$ cat src/rtl/bte_pkg.sv
// shared types, constants and helpers for the bitmap transform engine
// no dependencies; imported by bte_csr, bte_addr and the engine top level
`timescale 1ns / 1ps
`default_nettype none

package bte_pkg;

   localparam int MAX_WIDTH   = 64;
   localparam int MAX_HEIGHT  = 64;
   localparam int MAX_DIM     = (MAX_WIDTH > MAX_HEIGHT) ? MAX_WIDTH : MAX_HEIGHT;
   localparam int STORE_DEPTH = MAX_WIDTH * MAX_HEIGHT;
   localparam int ADDR_W      = $clog2(STORE_DEPTH);
   localparam int SIZE_W      = $clog2(MAX_DIM + 1);
   localparam int CNT_W       = $clog2(MAX_DIM);
   localparam int COORD_W     = SIZE_W + 2;

   localparam int PIXEL_W     = 24;
   localparam int CFG_SIZE_W  = 7;
   localparam int CFG_SHIFT_W = 7;
   localparam int CFG_MODE_W  = 3;
   localparam int CSR_INDEX_W = 3;
   localparam int CSR_DATA_W  = 24;

   localparam logic [7:0] CHANNEL_MAX = 8'hff;
   localparam logic [PIXEL_W-1:0] INVERT_MASK = {CHANNEL_MAX, CHANNEL_MAX, CHANNEL_MAX};

   typedef enum logic [CFG_MODE_W-1:0] {
      MODE_FLIP_H    = 3'd0,
      MODE_FLIP_V    = 3'd1,
      MODE_ROT_LEFT  = 3'd2,
      MODE_ROT_RIGHT = 3'd3,
      MODE_SHIFT     = 3'd4,
      MODE_INVERT    = 3'd5,
      MODE_CROP_PAD  = 3'd6,
      MODE_PASS      = 3'd7
   } mode_type;

   typedef enum logic [CSR_INDEX_W-1:0] {
      CSR_FRAME_WIDTH    = 3'd0,
      CSR_FRAME_HEIGHT   = 3'd1,
      CSR_TRANSFORM_MODE = 3'd2,
      CSR_SHIFT_X        = 3'd3,
      CSR_SHIFT_Y        = 3'd4,
      CSR_NEW_WIDTH      = 3'd5,
      CSR_NEW_HEIGHT     = 3'd6,
      CSR_FILL_COLOR     = 3'd7
   } csr_index_type;

   typedef struct packed {
      logic               func;
      logic [PIXEL_W-1:0] pixel_in;
   } req_payload_type;

   typedef struct packed {
      logic [PIXEL_W-1:0] pixel_out;
      logic               last_out;
   } rsp_payload_type;

   typedef struct packed {
      logic [SIZE_W-1:0]             frame_w;
      logic [SIZE_W-1:0]             frame_h;
      logic [SIZE_W-1:0]             new_w;
      logic [SIZE_W-1:0]             new_h;
      mode_type                      mode;
      logic signed [CFG_SHIFT_W-1:0] shift_x;
      logic signed [CFG_SHIFT_W-1:0] shift_y;
      logic [PIXEL_W-1:0]            fill_color;
   } cfg_type;

   typedef struct packed {
      logic              wr_en;
      logic [ADDR_W-1:0] wr_addr;
      logic              rd_en;
      logic [ADDR_W-1:0] rd_addr;
   } ram_ctrl_type;

   typedef struct packed {
      logic use_fill;
      logic invert;
      logic last;
   } rd_meta_type;

   function automatic logic [SIZE_W-1:0] clamp_size(input logic [CFG_SIZE_W-1:0] raw,
                                                    input int unsigned max_size);
      logic [SIZE_W-1:0] res;
      if (raw == '0) begin
         res = SIZE_W'(1);
      end else if (32'(raw) > max_size) begin
         res = SIZE_W'(max_size);
      end else begin
         res = SIZE_W'(raw);
      end
      return res;
   endfunction

endpackage

`default_nettype wire

$ cat src/rtl/bte_csr.sv
// configuration registers with size clamping
// depends on bte_pkg
`timescale 1ns / 1ps
`default_nettype none

module bte_csr (
   input  wire logic                           clock,
   input  wire logic                           reset,
   input  wire logic                           csr_wr_en,
   input  wire logic [bte_pkg::CSR_INDEX_W-1:0] csr_index,
   input  wire logic [bte_pkg::CSR_DATA_W-1:0]  csr_data,
   output bte_pkg::cfg_type                     cfg
);
   import bte_pkg::*;

   logic [CFG_SIZE_W-1:0]  frame_width_ff, frame_width_in;
   logic [CFG_SIZE_W-1:0]  frame_height_ff, frame_height_in;
   logic [CFG_MODE_W-1:0]  mode_ff, mode_in;
   logic [CFG_SHIFT_W-1:0] shift_x_ff, shift_x_in;
   logic [CFG_SHIFT_W-1:0] shift_y_ff, shift_y_in;
   logic [CFG_SIZE_W-1:0]  new_width_ff, new_width_in;
   logic [CFG_SIZE_W-1:0]  new_height_ff, new_height_in;
   logic [PIXEL_W-1:0]     fill_color_ff, fill_color_in;

   always_comb begin
      frame_width_in  = frame_width_ff;
      frame_height_in = frame_height_ff;
      mode_in         = mode_ff;
      shift_x_in      = shift_x_ff;
      shift_y_in      = shift_y_ff;
      new_width_in    = new_width_ff;
      new_height_in   = new_height_ff;
      fill_color_in   = fill_color_ff;
      if (csr_wr_en) begin
         unique case (csr_index_type'(csr_index))
            CSR_FRAME_WIDTH:    frame_width_in  = csr_data[CFG_SIZE_W-1:0];
            CSR_FRAME_HEIGHT:   frame_height_in = csr_data[CFG_SIZE_W-1:0];
            CSR_TRANSFORM_MODE: mode_in         = csr_data[CFG_MODE_W-1:0];
            CSR_SHIFT_X:        shift_x_in      = csr_data[CFG_SHIFT_W-1:0];
            CSR_SHIFT_Y:        shift_y_in      = csr_data[CFG_SHIFT_W-1:0];
            CSR_NEW_WIDTH:      new_width_in    = csr_data[CFG_SIZE_W-1:0];
            CSR_NEW_HEIGHT:     new_height_in   = csr_data[CFG_SIZE_W-1:0];
            CSR_FILL_COLOR:     fill_color_in   = csr_data[PIXEL_W-1:0];
            default: ;
         endcase
      end
   end

   always_ff @(posedge clock) begin
      if (reset) begin
         frame_width_ff  <= CFG_SIZE_W'(64);
         frame_height_ff <= CFG_SIZE_W'(64);
         mode_ff         <= MODE_FLIP_H;
         shift_x_ff      <= '0;
         shift_y_ff      <= '0;
         new_width_ff    <= CFG_SIZE_W'(64);
         new_height_ff   <= CFG_SIZE_W'(64);
         fill_color_ff   <= '0;
      end else begin
         frame_width_ff  <= frame_width_in;
         frame_height_ff <= frame_height_in;
         mode_ff         <= mode_in;
         shift_x_ff      <= shift_x_in;
         shift_y_ff      <= shift_y_in;
         new_width_ff    <= new_width_in;
         new_height_ff   <= new_height_in;
         fill_color_ff   <= fill_color_in;
      end
   end

   always_comb begin
      cfg.frame_w    = clamp_size(frame_width_ff, MAX_WIDTH);
      cfg.frame_h    = clamp_size(frame_height_ff, MAX_HEIGHT);
      cfg.new_w      = clamp_size(new_width_ff, MAX_WIDTH);
      cfg.new_h      = clamp_size(new_height_ff, MAX_HEIGHT);
      cfg.mode       = mode_type'(mode_ff);
      cfg.shift_x    = $signed(shift_x_ff);
      cfg.shift_y    = $signed(shift_y_ff);
      cfg.fill_color = fill_color_ff;
   end

endmodule

`default_nettype wire

$ cat config.mk
export PLATFORM = sky130hd
export DESIGN_NAME = bte_csr
export DESIGN_NICKNAME = d
export VERILOG_FILES = /design/src/rtl/bte_pkg.sv /design/src/rtl/bte_csr.sv
export SDC_FILE = /design/constraint.sdc
export NUM_CORES = 1
export LEC_CHECK = 0
export ABC_CLOCK_PERIOD_IN_PS = 1700
export BUFFER_PORTS_ARGS = -buffer_cell sky130_fd_sc_hd__buf_4
export CAP_MARGIN = 10
export CORE_MARGIN = 3
export CORE_UTILIZATION = 45
export DETAILED_ROUTE_END_ITERATION = 16
export PLACE_DENSITY_LB_ADDON = 0.08
export SYNTH_ARGS = -nofsm -noshare
export SYNTH_HDL_FRONTEND = slang
export SYNTH_SLANG_ARGS = --single-unit
$ cat constraint.sdc
create_clock -name clock -period 1.7 [get_ports clock]
set_clock_uncertainty 0.05 [all_clocks]
set_input_delay 0.085 -clock clock [delete_from_list [all_inputs] [get_ports clock]]
set_output_delay 0.085 -clock clock [all_outputs]
set_load 0.1 [all_outputs]
### Word-level counts from Yosys, hierarchy flattened

Index checks and enable logic that the tools add are counted.

| storage, ports and cells | value |
|---|---|
| flip-flop bits (word level) | 69 |
| ROM bits | 0 |
| bits in latches | 0 |
| RAM bits | 0 |
| memories | 0 |
| output and inout port bits | 69 |

| cells by class | value |
|---|---|
| reductions and logical operators | 13 |
| eq/ne operators | 7 |
| bitwise logic cells | 0 |
| shifts and indexed selects | 0 |
| multipliers | 0 |
| div/mod/pow operators | 0 |
| $add $sub $neg | 0 |
| multiplexer cells | 8 |
| order comparisons | 4 |

Operators by type and width:

| cell | count |
|---|---|
| 7-bit two-way mux | 8 |
| 7-bit > comparator, second input constant | 4 |
| 7-bit logical NOT | 4 |
| 2-bit AND reduction | 8 |
| 3-bit equality test, second input constant | 4 |
| 3-bit by 2-bit equality test with 1-bit output, second input constant | 2 |
| 3-bit by 1-bit equality test with 1-bit output, second input constant | 1 |
| 3-bit logical NOT | 1 |

### Longest topological paths before layout

| logic depth | value |
|---|---|
| depth after elaboration | 3 |
| mapped depth | 4 |

### Worst setup path after synthesis

Ideal clock, no wire load.

| path | value |
|---|---|
| kind | register to output |
| from | reg new_height_ff[1] |
| to | out cfg[41] (netlist name) |
| path buffers | 0 |
| stages on the path, launching flop included | 3 |
| path slack | -2.140 ns |
| data arrival time | 3.705 ns |
| required time | 1.565 ns |
| cell sequence | dfxtp_1 -> or3_1 -> o41ai_1 |

RTL lines:

| what | RTL line | text |
|---|---|---|
| start: declaration | bte_csr.sv:22 | `logic [CFG_SIZE_W-1:0] new_height_ff, new_height_in;` |
| start signal: assignment | bte_csr.sv:66 | `new_height_ff <= new_height_in;` |
| end: declaration | bte_csr.sv:12 | `output bte_pkg::cfg_type cfg` |

==> impl_metrics.env <==
export IMPL_clock_root_buffer="sky130_fd_sc_hd__clkbuf_8"
export IMPL_first_global_vias=2368
export IMPL_yosys_top_cells_area="sky130_fd_sc_hd__dfxtp_1, sky130_fd_sc_hd__mux2i_1, sky130_fd_sc_hd__nand2b_1"
export IMPL_via_count=2381
export IMPL_post_synth_inst_count=298
export IMPL_dieHeight_um=88.5
export IMPL_netlist_cell_type_count=16
export IMPL_worstHoldStart="csr_data[6]"
export IMPL_fin_crit_ns=1.71
export IMPL_swShare_pct=26.3
export IMPL_worstRegToRegCells=2
export IMPL_setup_viol=1
export IMPL_rsz0062_at_grt="yes"
export IMPL_synth_area_mm2=0.00306
export IMPL_crit_type="register to output pin"
export IMPL_cts_made_buffers=9
export IMPL_violations="setup timing"
export IMPL_run_status="complete, but fails checks"
export IMPL_timing_final_ws_setup_ns=-0.00576
export IMPL_max_freq_ghz=0.586
export IMPL_gp_congestion=0.725
export IMPL_grt_max_degree=50
export IMPL_cts_htree_levels=3
export IMPL_place_ws_ns=0.279
export IMPL_dp_final_hpwl_um=5000
export IMPL_track_usage_pct=20.5
export IMPL_layout_area_overhead_vs_synth_pct=43.0
export IMPL_grt_first_pass_wirelength_um=12000
export IMPL_timing_critical_path_from="new_height_ff[1]"
export IMPL_synth_edff_count=0
export IMPL_asyncSetResetFlopFracSynth_pct=0
export IMPL_place_port_buffers=98
export IMPL_cellLeakagePower_uw=0.00201
export IMPL_seq_power_share_pct=44.9
export IMPL_start_util_pct=47.4
export IMPL_floorplan_die_area_mm2=0.00782
export IMPL_syn_avg_cell_area_um2=10.3
export IMPL_placement_rows=29
export IMPL_combPwrFrac_pct=13.8
export IMPL_synth_seq_cells=69
export IMPL_slew_headroom_pct=64.0
export IMPL_synth_cells_most_frequent="sky130_fd_sc_hd__nand2b_1, sky130_fd_sc_hd__dfxtp_1, sky130_fd_sc_hd__mux2i_1"
export IMPL_detail_route_drc_violations=0
export IMPL_hold_removal_path_class="input port to register"
export IMPL_critPathArrivalTime_ns=1.57
export IMPL_cp_required_ns=1.56
export IMPL_antenna_left=0
export IMPL_drtPass1Iterations=4
export IMPL_num_io_pins=99
export IMPL_netSwitchingPower_uw=986
export IMPL_vdd_ir_drop_worst_mv=0.469
export IMPL_cp_end_kind="output pin"
export IMPL_cap_viol_max_count=0
export IMPL_dr_first_iter_drc_count=101
export IMPL_postCtsSetupRepairBufs=0
export IMPL_worstReg2RegStart="frame_width_ff[6]"
export IMPL_fp_dieW_um=88.5
export IMPL_crit_fanout=3
export IMPL_yosys_warnings=0
export IMPL_hold_slack_ns=0.0230
export IMPL_synth_most_common_cell="sky130_fd_sc_hd__nand2b_1"
export IMPL_r2r_slack_ns=0.74
export IMPL_antennaDiodeCount=0
export IMPL_vias_per_cell=4.90
export IMPL_worst_r2r_endpoint="frame_width_ff[6]"
export IMPL_cts_path_max_buffers=2
export IMPL_power_frac_clock_pct=41.3
export IMPL_cell_internal_pwr_uw=2760
export IMPL_startpoint_type="register"
export IMPL_path_clk_slew_ns=0.07
export IMPL_grt_antenna_before_repair=0
export IMPL_layout_drive_gt1_share_pct=35.5
export IMPL_maxSlewViolCount=0
export IMPL_syn_nets=328
export IMPL_final_hold_violation_count=0
export IMPL_worst_slew_pin_slew_ns=0.536
export IMPL_core_mm2=0.00646
export IMPL_totalWireLength_um=7500
export IMPL_detail_route_wl_per_cell_um=15.4
export IMPL_clock_latency_ns=0.33
export IMPL_synth_top_area_share_pct=45.2
export IMPL_sequential_area_share_after_synthesis_pct=45.2
export IMPL_synth_ff_type="sky130_fd_sc_hd__dfxtp_1"
export IMPL_finalCritPeriodShare_pct=100
export IMPL_terminating_pin_of_the_worst_hold_path="frame_height_ff[6]"
export IMPL_power_density_cell_area_mw_per_mm2=856
export IMPL_hold_depth=3
export IMPL_grt_overflow_total=0
export IMPL_synth_top_area_cell="sky130_fd_sc_hd__dfxtp_1"
export IMPL_clock_sinks=69
export IMPL_finish_net_count=434
export IMPL_cts_tree="built"
-- cell type report --
| type | count | area (um^2) |
|---|---|---|
| fill | 502 | 2080 |
| clock inverter | 5 | 81.3 |
| multi-input combinational | 203 | 1680 |
| tap | 77 | 96.3 |
| sequential | 69 | 1390 |
| clock buffer | 11 | 151 |
| timing repair buffer | 121 | 978 |
-- kinds of logic (layout without fill, tap and decap cells) --
family	count (synthesis)	in the layout	share of synthesized area [%]
simple gates	130	130	27.2
mux	69	69	22.6
flops	69	69	45.2
buf+inv	26	137	3.97
compound gates	4	4	1.15
-- routing by layer --
metal	global-route usage, %	up-vias	wire length [um]	part of all wire, %
li1	-	1198	-	-
met1	25.7	1112	3330	44
met2	33.8	61	3630	48
met3	4.47	10	412	5.5
met4	9.07	0	133	1.8
met5	0	-	0	0
-- registers in the layout, indices dropped and copies added (netlist names) --
name and flops:
fill_color_ff 24, frame_height_ff 7, frame_width_ff 7, mode_ff 3
new_height_ff 7, new_width_ff 7, shift_x_ff 7, shift_y_ff 7
-- worst max-delay path: stages, from the launching register on --
cell and delay (ns):
sky130_fd_sc_hd__dfxtp_2 0.33, sky130_fd_sc_hd__or3_4 0.39, sky130_fd_sc_hd__o41ai_4 0.24, sky130_fd_sc_hd__buf_6 0.27
-- how the worst max path moves through the flow --
stage / end / slack, ns / cells after the start
global route: cfg[41] / -0.06 / 3
finish: cfg[41] / -0.006 / 3
detailed placement: cfg[41] / 0.28 / 3
CTS: cfg[41] / -0.03 / 3
global placement: cfg[41] / 0.32 / 3
floorplan: cfg[41] / -0.19 / 2
-- layout by cell type, fill, tap and decap left out --
cell type,count
sky130_fd_sc_hd__nor2b_1,8
sky130_fd_sc_hd__buf_6,4
sky130_fd_sc_hd__buf_4,99
sky130_fd_sc_hd__nand2b_1,93
sky130_fd_sc_hd__nand4bb_1,3
sky130_fd_sc_hd__nor2b_2,12
sky130_fd_sc_hd__buf_12,1
sky130_fd_sc_hd__clkinv_2,1
sky130_fd_sc_hd__nand4b_1,3
sky130_fd_sc_hd__or4b_1,1
sky130_fd_sc_hd__dfxtp_1,65
sky130_fd_sc_hd__o41ai_4,4
sky130_fd_sc_hd__nor2_1,5
sky130_fd_sc_hd__or3_4,4
sky130_fd_sc_hd__clkinvlp_4,1
sky130_fd_sc_hd__dlygate4sd3_1,17
sky130_fd_sc_hd__clkbuf_8,11
sky130_fd_sc_hd__mux2i_1,69
sky130_fd_sc_hd__dfxtp_2,4
sky130_fd_sc_hd__inv_6,1
sky130_fd_sc_hd__bufinv_16,2
sky130_fd_sc_hd__and4_2,1
-- stage by stage --
stage / total power, uW / utilization, % / area, um^2 / TNS (ns) / instances
floorplan: 2060 / - / 3160 / -2.30 / 298
global placement: 2190 / 60.9 / 3930 / 0 / 453
detailed placement: 2200 / 60.9 / 3930 / 0 / 453
CTS: 3780 / 67.7 / 4380 / -0.0551 / 486
global route: 3890 / 67.7 / 4380 / -0.181 / 486
finish: 3750 / 67.7 / 4380 / -0.00576 / 486
-- power groups by stage --
stage,clock (uW),sequential [uW],combinational (uW)
2_1_floorplan,0,1860,196
3_3_place_gp,0,1720,479
3_5_place_dp,0,1720,483
4_1_cts,1580,1680,520
5_1_grt,1660,1690,547
6_report,1550,1680,518
-- timing repair --
action,in CTS,in global routing
hold buffers,17,0
cloned,0,0
endpoints found under the hold margin,17,0
setup endpoints to repair,4,4
resized for setup,12,0
Power figures use the tool's default switching activity.
