===== src/rtl/bte_pkg.sv =====
// shared types, constants and helpers for the bitmap transform engine
// no dependencies; imported by bte_csr, bte_addr and the engine top level
`timescale 1ns / 1ps
`default_nettype none

package bte_pkg;

   localparam int MAX_WIDTH   = 64;
   localparam int MAX_HEIGHT  = 64;
   localparam int MAX_DIM     = (MAX_WIDTH > MAX_HEIGHT) ? MAX_WIDTH : MAX_HEIGHT;
   localparam int STORE_DEPTH = MAX_WIDTH * MAX_HEIGHT;
   localparam int ADDR_W      = $clog2(STORE_DEPTH);
   localparam int SIZE_W      = $clog2(MAX_DIM + 1);
   localparam int CNT_W       = $clog2(MAX_DIM);
   localparam int COORD_W     = SIZE_W + 2;

   localparam int PIXEL_W     = 24;
   localparam int CFG_SIZE_W  = 7;
   localparam int CFG_SHIFT_W = 7;
   localparam int CFG_MODE_W  = 3;
   localparam int CSR_INDEX_W = 3;
   localparam int CSR_DATA_W  = 24;

   localparam logic [7:0] CHANNEL_MAX = 8'hff;
   localparam logic [PIXEL_W-1:0] INVERT_MASK = {CHANNEL_MAX, CHANNEL_MAX, CHANNEL_MAX};

   typedef enum logic [CFG_MODE_W-1:0] {
      MODE_FLIP_H    = 3'd0,
      MODE_FLIP_V    = 3'd1,
      MODE_ROT_LEFT  = 3'd2,
      MODE_ROT_RIGHT = 3'd3,
      MODE_SHIFT     = 3'd4,
      MODE_INVERT    = 3'd5,
      MODE_CROP_PAD  = 3'd6,
      MODE_PASS      = 3'd7
   } mode_type;

   typedef enum logic [CSR_INDEX_W-1:0] {
      CSR_FRAME_WIDTH    = 3'd0,
      CSR_FRAME_HEIGHT   = 3'd1,
      CSR_TRANSFORM_MODE = 3'd2,
      CSR_SHIFT_X        = 3'd3,
      CSR_SHIFT_Y        = 3'd4,
      CSR_NEW_WIDTH      = 3'd5,
      CSR_NEW_HEIGHT     = 3'd6,
      CSR_FILL_COLOR     = 3'd7
   } csr_index_type;

   typedef struct packed {
      logic               func;
      logic [PIXEL_W-1:0] pixel_in;
   } req_payload_type;

   typedef struct packed {
      logic [PIXEL_W-1:0] pixel_out;
      logic               last_out;
   } rsp_payload_type;

   typedef struct packed {
      logic [SIZE_W-1:0]             frame_w;
      logic [SIZE_W-1:0]             frame_h;
      logic [SIZE_W-1:0]             new_w;
      logic [SIZE_W-1:0]             new_h;
      mode_type                      mode;
      logic signed [CFG_SHIFT_W-1:0] shift_x;
      logic signed [CFG_SHIFT_W-1:0] shift_y;
      logic [PIXEL_W-1:0]            fill_color;
   } cfg_type;

   typedef struct packed {
      logic              wr_en;
      logic [ADDR_W-1:0] wr_addr;
      logic              rd_en;
      logic [ADDR_W-1:0] rd_addr;
   } ram_ctrl_type;

   typedef struct packed {
      logic use_fill;
      logic invert;
      logic last;
   } rd_meta_type;

   function automatic logic [SIZE_W-1:0] clamp_size(input logic [CFG_SIZE_W-1:0] raw,
                                                    input int unsigned max_size);
      logic [SIZE_W-1:0] res;
      if (raw == '0) begin
         res = SIZE_W'(1);
      end else if (32'(raw) > max_size) begin
         res = SIZE_W'(max_size);
      end else begin
         res = SIZE_W'(raw);
      end
      return res;
   endfunction

endpackage

`default_nettype wire


===== src/rtl/bte_addr.sv =====
// load and readout counters, source coordinate mapping and store address
// depends on bte_pkg
`timescale 1ns / 1ps
`default_nettype none

module bte_addr (
   input  wire logic                  clock,
   input  wire logic                  reset,
   input  wire logic                  load_accept,
   input  wire logic                  read_accept,
   input  wire bte_pkg::cfg_type      cfg,
   output bte_pkg::ram_ctrl_type      ram_ctrl,
   output bte_pkg::rd_meta_type       rd_meta
);
   import bte_pkg::*;

   localparam logic signed [COORD_W-1:0] OneS = COORD_W'(1);

   logic [ADDR_W-1:0] load_index_ff, load_index_in;
   logic [CNT_W-1:0]  out_column_ff, out_column_in;
   logic [CNT_W-1:0]  out_row_ff, out_row_in;

   logic [ADDR_W:0]          load_inc;
   logic [2*SIZE_W-1:0]      frame_area;
   logic [SIZE_W-1:0]        out_w;
   logic [SIZE_W-1:0]        out_h;
   logic [CNT_W:0]           col_inc;
   logic [CNT_W:0]           row_inc;
   logic                     col_wrap;
   logic                     row_wrap;
   logic signed [COORD_W-1:0] ox_s, oy_s, w_s, h_s, shx_s, shy_s, sx_s, sy_s;
   logic                     in_frame;
   logic [CNT_W+SIZE_W-1:0]  row_base;

   // load side
   always_comb begin
      frame_area    = cfg.frame_w * cfg.frame_h;
      load_inc      = {1'b0, load_index_ff} + (ADDR_W+1)'(1);
      load_index_in = load_index_ff;
      if (load_accept) begin
         load_index_in = (load_inc >= frame_area) ? '0 : load_inc[ADDR_W-1:0];
      end
   end

   // output size and source mapping
   always_comb begin
      out_w = cfg.frame_w;
      out_h = cfg.frame_h;
      unique case (cfg.mode)
         MODE_ROT_LEFT, MODE_ROT_RIGHT: begin
            out_w = cfg.frame_h;
            out_h = cfg.frame_w;
         end
         MODE_CROP_PAD: begin
            out_w = cfg.new_w;
            out_h = cfg.new_h;
         end
         default: ;
      endcase

      ox_s  = $signed({{(COORD_W-CNT_W){1'b0}}, out_column_ff});
      oy_s  = $signed({{(COORD_W-CNT_W){1'b0}}, out_row_ff});
      w_s   = $signed({{(COORD_W-SIZE_W){1'b0}}, cfg.frame_w});
      h_s   = $signed({{(COORD_W-SIZE_W){1'b0}}, cfg.frame_h});
      shx_s = $signed({{(COORD_W-CFG_SHIFT_W){cfg.shift_x[CFG_SHIFT_W-1]}}, cfg.shift_x});
      shy_s = $signed({{(COORD_W-CFG_SHIFT_W){cfg.shift_y[CFG_SHIFT_W-1]}}, cfg.shift_y});

      unique case (cfg.mode)
         MODE_FLIP_H: begin
            sx_s = w_s - OneS - ox_s;
            sy_s = oy_s;
         end
         MODE_FLIP_V: begin
            sx_s = ox_s;
            sy_s = h_s - OneS - oy_s;
         end
         MODE_ROT_LEFT: begin
            sx_s = w_s - OneS - oy_s;
            sy_s = ox_s;
         end
         MODE_ROT_RIGHT: begin
            sx_s = oy_s;
            sy_s = h_s - OneS - ox_s;
         end
         MODE_SHIFT: begin
            sx_s = ox_s - shx_s;
            sy_s = oy_s - shy_s;
         end
         MODE_INVERT, MODE_CROP_PAD, MODE_PASS: begin
            sx_s = ox_s;
            sy_s = oy_s;
         end
         default: begin
            sx_s = ox_s;
            sy_s = oy_s;
         end
      endcase

      in_frame = !sx_s[COORD_W-1] && !sy_s[COORD_W-1] && (sx_s < w_s) && (sy_s < h_s);
      row_base = sy_s[CNT_W-1:0] * cfg.frame_w;
   end

   // readout counters
   always_comb begin
      col_inc       = {1'b0, out_column_ff} + (CNT_W+1)'(1);
      row_inc       = {1'b0, out_row_ff} + (CNT_W+1)'(1);
      col_wrap      = col_inc >= out_w;
      row_wrap      = row_inc >= out_h;
      out_column_in = out_column_ff;
      out_row_in    = out_row_ff;
      if (read_accept) begin
         if (col_wrap) begin
            out_column_in = '0;
            out_row_in    = row_wrap ? '0 : row_inc[CNT_W-1:0];
         end else begin
            out_column_in = col_inc[CNT_W-1:0];
            out_row_in    = (out_row_ff >= out_h) ? '0 : out_row_ff;
         end
      end
   end

   always_ff @(posedge clock) begin
      if (reset) begin
         load_index_ff <= '0;
         out_column_ff <= '0;
         out_row_ff    <= '0;
      end else begin
         load_index_ff <= load_index_in;
         out_column_ff <= out_column_in;
         out_row_ff    <= out_row_in;
      end
   end

   always_comb begin
      ram_ctrl.wr_en    = load_accept;
      ram_ctrl.wr_addr  = load_index_ff;
      ram_ctrl.rd_en    = read_accept;
      ram_ctrl.rd_addr  = ADDR_W'(row_base + (CNT_W+SIZE_W)'(sx_s[CNT_W-1:0]));
      rd_meta.use_fill  = !in_frame;
      rd_meta.invert    = (cfg.mode == MODE_INVERT);
      rd_meta.last      = col_wrap && row_wrap;
   end

endmodule

`default_nettype wire


===== config.mk =====
export PLATFORM = sky130hd
export DESIGN_NAME = bte_addr
export DESIGN_NICKNAME = d
export VERILOG_FILES = /design/src/rtl/bte_pkg.sv /design/src/rtl/bte_addr.sv
export SDC_FILE = /design/constraint.sdc
export NUM_CORES = 1
export LEC_CHECK = 0
export ABC_AREA = 1
export BUFFER_PORTS_ARGS = -buffer_cell sky130_fd_sc_hd__buf_2
export CAP_MARGIN = 20
export CORE_MARGIN = 5
export CORE_UTILIZATION = 55
export CTS_CLUSTER_SIZE = 12
export DETAILED_ROUTE_END_ITERATION = 8
export PLACE_DENSITY = 0.84
export SKIP_CTS_REPAIR_TIMING = 1
export SYNTH_ARGS = -nofsm -noshare
export SYNTH_HDL_FRONTEND = slang
export SYNTH_SLANG_ARGS = --single-unit

===== constraint.sdc =====
create_clock -name clock -period 17.3 [get_ports clock]
set_input_delay 2.595 -clock clock [delete_from_list [all_inputs] [get_ports clock]]
set_output_delay 2.595 -clock clock [all_outputs]
set_load 0.1 [all_outputs]

After elaboration in Yosys (flattened, before gate mapping)
Cells that the tools add are included.
- flip-flop bits (word level): 24
- input port bits: 73
- output and inout port bits: 29
- logic and storage cells: 52
- add/sub/neg operators: 12
- $mul: 2
- magnitude comparators: 6
- equal/unequal tests: 7
- muxes and demuxes: 9
- reduce and logical (&&, ||, !) cells: 13
- operators with widths (cell ; number):
    $pmux 9 s5 ; 2
    $sub 8x7->9 ; 4
    $pmux 7 s2 ; 2
    $mux 6 ; 4
    $lt 9x8->1 ; 2
    $sub 7x1->8 const B ; 2
    $sub 7x7->8 ; 2
    $add 6x1->7 const B ; 2
    $ge 13x14->1 ; 1
    $ge 7x7->1 ; 2
    $mul 7x7->14 ; 1
    $add 12x1->13 const B ; 1
    $add 12x6->12 ; 1
    $eq 3x3->1 const B ; 4
    $mul 6x7->12 ; 1
    $mux 12 ; 1
    $reduce_or 4->1 ; 2
    $ge 6x7->1 ; 1
    $eq 3x2->1 const B ; 2
    $logic_and 1x1->1 ; 4
    $eq 3x1->1 const B ; 1
    $logic_not 1->1 ; 3
    $logic_not 3->1 ; 1
    $reduce_and 2->1 ; 1
    other kinds (2) ; 2

Logic depth before layout (Yosys ltp)
Gate-level depths: netlist of the first run.
- depth in word-level cells: 8
- mapped depth: 35
- mapped depth without buffers: 34

Worst setup path after synthesis of the first run
No wires, ideal clock.
- path kind: in2out
- from: in cfg[40] (netlist name)
- to: out ram_ctrl[9] (netlist name)
- arrival time: 9.285 ns
- required time: 14.705 ns
- setup slack: 5.420 ns
- stages: 27
- path buffers: 2
- cell sequence: buf_2 > nor2_4 > inv_2 > nor2_2 > clkbuf_1 > nand2_1 > o21ai_0 > ha_1 > inv_1 > fa_1 > nand3_1 > nand3_1 > or2_2 > a31oi_2 > inv_2 > nand2_1 > fa_1 > fa_1 > inv_1 > fa_1 > fa_1 > ha_1 > nand2_1 > nor2_1 > a21oi_1 > o21ai_0 > xor2_1
- RTL lines (item ; RTL line ; source):
    start, declared ; bte_addr.sv:11 ; input wire bte_pkg::cfg_type cfg,
    end, declared ; bte_addr.sv:12 ; output bte_pkg::ram_ctrl_type ram_ctrl,

==> impl_metrics.ini, run 1 <==
[logic_synthesis]
syn_nets = 1403
avgSynthCellArea_um2 = 6.64
synth.mux.area_fraction_pct = 0
yosys_warnings = 0
synth-main-ff-cell = dfxtp_1
synthXorXnorAreaFrac_pct = 5.65
yosys_register_bits = 24
synthAdderAreaFrac_pct = 35.8
ys_top_cells_by_area = ha_1, fa_1, nand2_1
synth_edf_count = 0
ys_seq_area_share_pct = 6.33
synth.top_cell.area_share_pct = 22.4
syn_inst = 1143
ys_types = 52
synth_top_area_cell = ha_1
synth_top_family_by_area = adder cells
synthSimpleGateAreaFrac_pct = 24.7
synth_compound_area_share_pct = 14.1
postSynth.asyncResetShare_pct = 0
synthesis.area_um2 = 7590

[drt]
ant_nets = 0
drc = 0
routedWlPerCell_um = 14.5
routed_wirelength_um = 19900
viasPerCell = 5.54
num_vias = 7609
drtIter0Drc = 551
drtPass1Iterations = 5

[floorplan]
dieArea_um2 = 16300
fp-row-count = 43
ios = 102
die-height_um = 128
die_x_um = 128
initial_utilization_pct = 55.4
core_um2 = 13700

[sta]
rsz0062_at_grt = no
setup_tns_ps = 0
post-route-min-period_ps = 11870
finalSetupViolations = 0
max_freq_mhz = 84.3
final.setup_skew_ps = 4.09
fin_crit_sh_pct = 68.6
tightest_slew_ps = 617
slew_viol_final = 0
hold_viol = 0
maxSlewHeadroom_pct = 58.8

[cells_and_area]
drive_gt1_share_pct = 10.7
area_delta_synth_final_pct = 7.53
multi_input_area_um2 = 6090
seq_area_um2 = 480
fin_nets = 1453
n_fill_cell = 1319
stdcell_area_um2 = 8170

[power_and_ir_drop]
power.leakage_nw = 4.69
ir_drop_mv = 0.138
design_power_total_mw = 0.658
powerDensity_nw_per_um2 = 80.5

[hold_path]
holdCritPathClass = reg2reg

[worst_setup_path]
start_kind = input port
rr_startpoint = load_index_ff[2]$_SDFFE_PP0P_
critPathRequiredTime_ps = 14700
worstReg2RegEnd = load_index_ff[6]$_SDFFE_PP0P_
reg2regPathDepth = 15
rrSetupSlack_ps = 14310
critPathTopFamily = adder cells
cp.depth = 31
path_buf_inv = 7
cp-end-kind = output pin
critical_path_peak_fanout = 18
crit_slowest_cell = fa_1
cp.arrival_ps = 9270
cpPeakStageDelay_ps = 550
critical_path_class = in2out
critPathLaunch = cfg[40]
crit_end = ram_ctrl[11]

[status]
outcome = finished clean

[global_route]
grt_pass1_wl_um = 33400
antenna_found_initial = 1
overflow = 0
grt_start_max_net_pins = 26
track_usage_pct = 24.4
grt_pass1_vias = 7209

[cts]
clkLatencyLatePin_ps = 260
root_buffer = clkbuf_16
cts_buffer_depth = 2
cts_buffers = 3
clkTransAtPathRegs_ps = 70
cts_tree = done
htreeDepth = 1
cts.sinks = 24

[placement]
postPlaceCellArea_um2 = 8060
finalWeightedCongestion = 0.991
io_buffers = 77
hpwlAfterDp_um = 16400

[flow_run]
cap_violations = 0
==> through the flow <==
step	hold WS, ps	setup WS [ps]	utilization [%]	std cells
final	482	5430	59.5	1373
after CTS	486	5470	59.5	1372
after floorplan	493	5420	-	1143
after detailed placement	478	5480	58.7	1368
after global placement	473	5540	58.7	1368
after global routing	538	4950	59.5	1373
==> registers in the layout (all words and copies together), names as in the netlist <==
signal         cells
load_index_ff     12
out_row_ff         6
out_column_ff      6
==> layout make-up <==
type                       instances  share of cell area [%]
timing repair buffer              77                    4.72
clock inverter                     1                   0.368
inverter                         233                    10.7
multi-input combinational        854                    74.6
antenna                            1                  0.0306
tap                              180                    2.76
sequential                        24                    5.88
clock buffer                       3                   0.919
==> layer usage <==
metal | global-route usage, % | routed length (um) | share of wire (%) | vias up
li1 | - | - | - | 3770
met1 | 32.1 | 8220 | 41 | 3481
met2 | 42.9 | 9480 | 48 | 309
met3 | 2.22 | 1590 | 8.0 | 49
met4 | 6.62 | 610 | 3.1 | 0
met5 | 0 | 0 | 0 | -
==> cells in the final DEF (no fill, tap or decap), types with 24 or more instances in the layout <==
master | netlist | final
nand3_1 | 37 | 37
fa_1 | 51 | 51
nand4_1 | 24 | 24
xor2_1 | 39 | 39
ha_1 | 136 | 136
buf_2 | 3 | 77
dfxtp_1 | 24 | 24
o21ai_0 | 42 | 42
a21oi_1 | 70 | 70
nor2_1 | 89 | 89
nand2_1 | 251 | 251
inv_1 | 216 | 216
==> worst min path at each step <==
stage                                              start                        endpoint  cells after the start  slack [ps]
final                     load_index_ff[11]$_SDFFE_PP0P_  load_index_ff[11]$_SDFFE_PP0P_                      2         480
after global routing      load_index_ff[11]$_SDFFE_PP0P_  load_index_ff[11]$_SDFFE_PP0P_                      2         540
after CTS                 load_index_ff[11]$_SDFFE_PP0P_  load_index_ff[11]$_SDFFE_PP0P_                      2         490
after detailed placement  load_index_ff[11]$_SDFFE_PP0P_  load_index_ff[11]$_SDFFE_PP0P_                      2         480
after global placement    load_index_ff[11]$_SDFFE_PP0P_  load_index_ff[11]$_SDFFE_PP0P_                      2         470
after floorplan            out_column_ff[5]$_SDFFE_PP0P_   out_column_ff[5]$_SDFFE_PP0P_                      2         490
==> tightest hold or removal path: cells and delay by family, from the launching register on <==
family / cells / cell delay [ps]
compound gates: 1 / 60
simple gates: 1 / 60
flops: 1 / 320
==> where the power goes <==
group / internal, mW / total, mW / switching, mW
logic: 0.152 / 0.531 / 0.379
clock network: 0.0460 / 0.0664 / 0.0204
registers: 0.0567 / 0.0599 / 0.00319
==> Yosys cell counts (2+ instances only) <==
cell         n
xnor2_1     10
a21oi_1     70
a22oi_1      3
nor2_4       2
dfxtp_1     24
nand3_2      2
inv_1      216
o31ai_1      2
nand2_2      6
or2_2        4
nor3_1      17
buf_4        3
a31oi_2      2
nor2_1      89
nand4_1     24
buf_2        3
nand2_1    251
o2111ai_1    3
xor2_1      39
o211ai_1    14
a21o_1       4
fa_1        51
nand3b_1     2
o21a_1       2
ha_1       136
nand3_1     37
a31o_2       2
o21ai_1      4
o221ai_1     5
o21ai_0     42
nor2_2       7
a21oi_2      2
a211oi_1     6
a31oi_1      4
clkbuf_1    23
inv_2       16
==> cell families after synthesis <==
kind of cell,Yosys count
simple gates,443
xor+xnor,49
fa+ha+maj,187
flops,24
compound gates,175
buf+inv,265
Note: power is estimated with default switching activity, not from simulation.
==> run 2, diff against run 1 <==
--- a/config.mk
+++ b/config.mk
@@ -12,7 +12,7 @@
 export CORE_UTILIZATION = 55
 export CTS_CLUSTER_SIZE = 12
 export DETAILED_ROUTE_END_ITERATION = 8
-export PLACE_DENSITY = 0.84
+export PLACE_DENSITY = 0.87
 export SKIP_CTS_REPAIR_TIMING = 1
 export SYNTH_ARGS = -nofsm -noshare
 export SYNTH_HDL_FRONTEND = slang
==> constraint.sdc (replaced) <==
create_clock -name clock -period 10.9 [get_ports clock]
set_input_delay 1.635 -clock clock [delete_from_list [all_inputs] [get_ports clock]]
set_output_delay 1.635 -clock clock [all_outputs]
set_load 0.1 [all_outputs]
==> impl_metrics.ini, run 2 (synthesis results as in run 1) <==
[drt]
routedWlPerCell_um = 14.7
viasPerCell = 5.60
drc = 0
num_vias = 7680
drtPass1Iterations = 5
drtIter0Drc = 548
ant_nets = 0
routed_wirelength_um = 20100

[global_route]
grt_pass1_wl_um = 33600
antenna_found_initial = 1
grt_start_max_net_pins = 26
overflow = 0
grt_pass1_vias = 7520
track_usage_pct = 24.7

[cells_and_area]
mostFrequentLayoutCell = nand2_1
seq_area_um2 = 480
top_regs = load_index_ff (12), out_column_ff (6), out_row_ff (6)
largest-register = load_index_ff
n_fill_cell = 1281
drive_gt1_share_pct = 10.7
multi_input_area_um2 = 6090
final_core_util_pct = 59.3
layout_common_cells = nand2_1, inv_1, ha_1, nor2_1, buf_2
area_delta_synth_final_pct = 7.13
largest_register_ffs = 12
fin_nets = 1453

[worst_setup_path]
rrSetupSlack_ps = 7940
crit_end = ram_ctrl[11]
worstReg2RegEnd = load_index_ff[9]$_SDFFE_PP0P_
cpPeakStageDelay_ps = 560
critical_path_peak_fanout = 18
cp.arrival_ps = 8390
rr_startpoint = load_index_ff[0]$_SDFFE_PP0P_
reg2regPathDepth = 15
cp-end-kind = output pin
critical_path_class = in2out
start_kind = input port
crit_slowest_cell = fa_1
critPathRequiredTime_ps = 9270
critPathLaunch = cfg[40]

[sta]
tightest_slew_ps = 605
hold_viol = 0
post-route-min-period_ps = 10030
maxSlewHeadroom_pct = 59.6
setup_tns_ps = 0
final.setup_skew_ps = 1.36
fin_crit_sh_pct = 92.0
slew_viol_final = 0
max_freq_mhz = 99.7
finalSetupViolations = 0
rsz0062_at_grt = no

[cts]
cts_tree = done
clkLatencyLatePin_ps = 250
cts_buffers = 3
root_buffer = clkbuf_16
cts_buffer_depth = 2
clkTransAtPathRegs_ps = 60
cts.sinks = 24
htreeDepth = 1

[power_and_ir_drop]
pwr-share-clk_pct = 7.6
switching_share_pct = 62.6
ir_drop_mv = 0.212
power.leakage_nw = 4.67
switchingPower_mw = 0.637
internal_power_mw = 0.380
pwr-share-comb_pct = 83.1
sequentialPowerShare_pct = 9.4
powerDensity_nw_per_um2 = 125

[floorplan]
fp-row-count = 43
initial_utilization_pct = 55.4
ios = 102
die-height_um = 128
dieArea_um2 = 16300
die_x_um = 128
core_um2 = 13700

[status]
outcome = finished clean

[hold_path]
holdCritPathClass = reg2reg

[placement]
finalWeightedCongestion = 0.980
io_buffers = 77
hpwlAfterDp_um = 16700

[flow_run]
cap_violations = 0
-- run 2: cell types whose count changed in the layout (fill, tap and decap cells not counted), sizes merged --
cell and delta:
bufinv -1
-- run 2: power groups by stage --
stage,Clock [mW],Combinational [mW],Sequential [mW]
after global routing,0.0840,0.934,0.0954
after global placement,0,0.818,0.0970
after detailed placement,0,0.839,0.0970
after floorplan,0,0.684,0.0998
final,0.0769,0.845,0.0953
after CTS,0.0796,0.845,0.0950
-- run 2: worst min-delay path by stage --
stage / start / end / slack (ps) / cells past startpoint
floorplan: out_column_ff[5]$_SDFFE_PP0P_ / out_column_ff[5]$_SDFFE_PP0P_ / 490 / 2
global placement: load_index_ff[11]$_SDFFE_PP0P_ / load_index_ff[11]$_SDFFE_PP0P_ / 470 / 2
detailed placement: load_index_ff[11]$_SDFFE_PP0P_ / load_index_ff[11]$_SDFFE_PP0P_ / 470 / 2
CTS: load_index_ff[11]$_SDFFE_PP0P_ / load_index_ff[11]$_SDFFE_PP0P_ / 480 / 2
global route: load_index_ff[11]$_SDFFE_PP0P_ / load_index_ff[11]$_SDFFE_PP0P_ / 510 / 2
finish: load_index_ff[11]$_SDFFE_PP0P_ / load_index_ff[11]$_SDFFE_PP0P_ / 480 / 2
-- run 2: area by class of cell --
| class | count | area share (%) |
|---|---|---|
| antenna | 1 | 0.0308 |
| clock buffer | 3 | 0.923 |
| timing repair buffer | 77 | 4.74 |
| multi-input combinational | 854 | 74.9 |
| inverter | 233 | 10.7 |
| tap | 180 | 2.77 |
| sequential | 24 | 5.90 |
-- run 2: through the flow --
stage / area [um2] / setup slack [ps] / hold WS, ps / cells / total power [mW]
global placement: 8060 / 1080 / 471 / 1368 / 0.915
global route: 8140 / 479 / 513 / 1372 / 1.11
finish: 8140 / 872 / 482 / 1372 / 1.02
detailed placement: 8060 / 967 / 475 / 1368 / 0.936
floorplan: 7590 / 940 / 493 / 1143 / 0.784
CTS: 8130 / 959 / 484 / 1371 / 1.02
-- run 2: critical path, delay by kind of cell --
| family | cells | cell delay [ps] |
|---|---|---|
| buf+inv | 7 | 1010 |
| fa+ha+maj | 7 | 2980 |
| simple gates | 11 | 1580 |
| compound gates | 6 | 1180 |
-- run 2: per-layer routing --
metal | global-route usage (%) | wire length, um | up-vias | part of all wire, %
met3 | 2.38 | 1560 | 80 | 7.8
li1 | - | - | 3764 | -
met1 | 30.7 | 8130 | 3506 | 40
met2 | 43.9 | 9590 | 330 | 48
met5 | 0 | 0 | - | 0
met4 | 9.40 | 825 | 0 | 4.1
==> run 3, diff against run 2 <==
--- a/config.mk
+++ b/config.mk
@@ -8,9 +8,11 @@
 export ABC_AREA = 1
 export BUFFER_PORTS_ARGS = -buffer_cell sky130_fd_sc_hd__buf_2
 export CAP_MARGIN = 20
+export CELL_PAD_IN_SITES_DETAIL_PLACEMENT = 0
+export CELL_PAD_IN_SITES_GLOBAL_PLACEMENT = 1
 export CORE_MARGIN = 5
-export CORE_UTILIZATION = 55
-export CTS_CLUSTER_SIZE = 12
+export CORE_UTILIZATION = 39
+export CTS_CLUSTER_SIZE = 40
 export DETAILED_ROUTE_END_ITERATION = 8
 export PLACE_DENSITY = 0.87
 export SKIP_CTS_REPAIR_TIMING = 1
==> impl_metrics.ini, run 3 (synthesis results as in run 1) <==
[global_route]
antenna_found_initial = 5
grt_pass1_vias = 7315
track_usage_pct = 19.2
grt_pass1_wl_um = 35300
overflow = 0
grt_start_max_net_pins = 26

[drt]
drc = 0
drtIter0Drc = 359
routed_wirelength_um = 21100
routedWlPerCell_um = 14.5
drtPass1Iterations = 5
num_vias = 7396
viasPerCell = 5.07
ant_nets = 0

[worst_setup_path]
rrSetupSlack_ps = 7900
cpPeakStageDelay_ps = 550
cp.arrival_ps = 8310
critPathRequiredTime_ps = 9270
critPathTopFamily = adder cells
start_kind = input port
cp-end-kind = output pin
path_buf_inv = 7
critical_path_class = in2out
critical_path_peak_fanout = 18
crit_slowest_cell = fa_1

[flow_run]
cap_violations = 0

[sta]
tightest_slew_ps = 614
fin_crit_sh_pct = 91.2
hold_viol = 0
post-route-min-period_ps = 9940
rsz0062_at_grt = no
final.setup_skew_ps = 2.24
hold_ws_ps = 490
slew_viol_final = 0
finalSetupViolations = 0
setup_tns_ps = 0
max_freq_mhz = 101
maxSlewHeadroom_pct = 59.0

[placement]
hpwlAfterDp_um = 17600
io_buffers = 77
finalWeightedCongestion = 0.877
postPlaceCellArea_um2 = 8170

[cells_and_area]
largest-register = load_index_ff
largest_register_ffs = 12
area_delta_synth_final_pct = 8.75
mostFrequentLayoutCell = nand2_1
drive_gt1_share_pct = 10.7
top_regs = load_index_ff (12), out_column_ff (6), out_row_ff (6)
n_fill_cell = 2060
fin_nets = 1453
stdcell_area_um2 = 8260
layout_common_cells = nand2_1, inv_1, ha_1, nor2_1, buf_2

[cts]
htreeDepth = 1
cts_tree = done
cts.sinks = 24
root_buffer = clkbuf_16
cts_buffers = 3
clkLatencyLatePin_ps = 260
cts_buffer_depth = 2
clkTransAtPathRegs_ps = 60

[floorplan]
fp-row-count = 51
dieArea_um2 = 22400
die_x_um = 150
initial_utilization_pct = 39.3
ios = 102
die-height_um = 150
core_um2 = 19300

[power_and_ir_drop]
ir_drop_mv = 0.122
switchingPower_mw = 0.636
internal_power_mw = 0.385
switching_share_pct = 62.3
powerDensity_nw_per_um2 = 124
pwr-share-comb_pct = 82.0
pwr-share-clk_pct = 8.6
sequentialPowerShare_pct = 9.3
power.leakage_nw = 4.68

[hold_path]
holdCritPathClass = reg2reg

[status]
outcome = finished clean
-- run 3: cell count changes in the layout (fill, tap and decap cells not counted), sizes merged --
cell	before	now
diode	1	2
clkbuf	3	4
-- run 3: cell type report --
type                    instances  area [um2]  area share, %
multi-input cells             854        6090           73.8
flip-flops and latches         24         480           5.82
diodes                          2        5.00         0.0606
inverters                     233         875           10.6
well taps                     265         332           4.01
clock buffers                   4        88.8           1.08
repair buffers                 77         385           4.67
-- run 3: path summary, 6_finish.rpt --
kind,startpoint,to,cells past startpoint
hold / removal,load_index_ff[11]$_SDFFE_PP0P_,load_index_ff[11]$_SDFFE_PP0P_,2
hold reg to reg,load_index_ff[11]$_SDFFE_PP0P_,load_index_ff[11]$_SDFFE_PP0P_,2
setup reg to reg,load_index_ff[0]$_SDFFE_PP0P_,load_index_ff[11]$_SDFFE_PP0P_,15
setup / recovery,cfg[40],ram_ctrl[11],31
-- run 3: metal layers --
metal | routed length, um | part of all wire [%] | vias up | GRT usage (%)
met4 | 524 | 2.5 | 6 | 5.68
met5 | 27 | 0.13 | - | 0
met3 | 1080 | 5.1 | 37 | 2.30
met1 | 9580 | 45 | 3403 | 25.2
met2 | 9930 | 47 | 175 | 33.1
li1 | - | - | 3775 | -
-- run 3: worst min-delay path: cells and delay by family (launching register included) --
family / cells / cell delay, ps
flip-flops: 1 / 320
AND/OR/NAND/NOR: 1 / 60
AO/OA/AOI/OAI: 1 / 60
-- run 3: through the flow --
step                power [mW]  std cells  util (%)  worst slack [ps]
CTS                       1.03       1457      42.7               969
finish                    1.02       1459      42.7               958
global placement         0.932       1453      42.2               970
detailed placement       0.937       1453      42.2               982
global route              1.13       1459      42.7               307
floorplan                0.784       1143         -               940
-- run 3: power by group through the flow --
stage	clock network [mW]	registers (mW)	logic (mW)
3_5_place_dp	0	0.0973	0.840
4_1_cts	0.0911	0.0953	0.846
2_1_floorplan	0	0.0998	0.684
6_report	0.0882	0.0953	0.838
5_1_grt	0.0942	0.0957	0.944
3_3_place_gp	0	0.0973	0.835
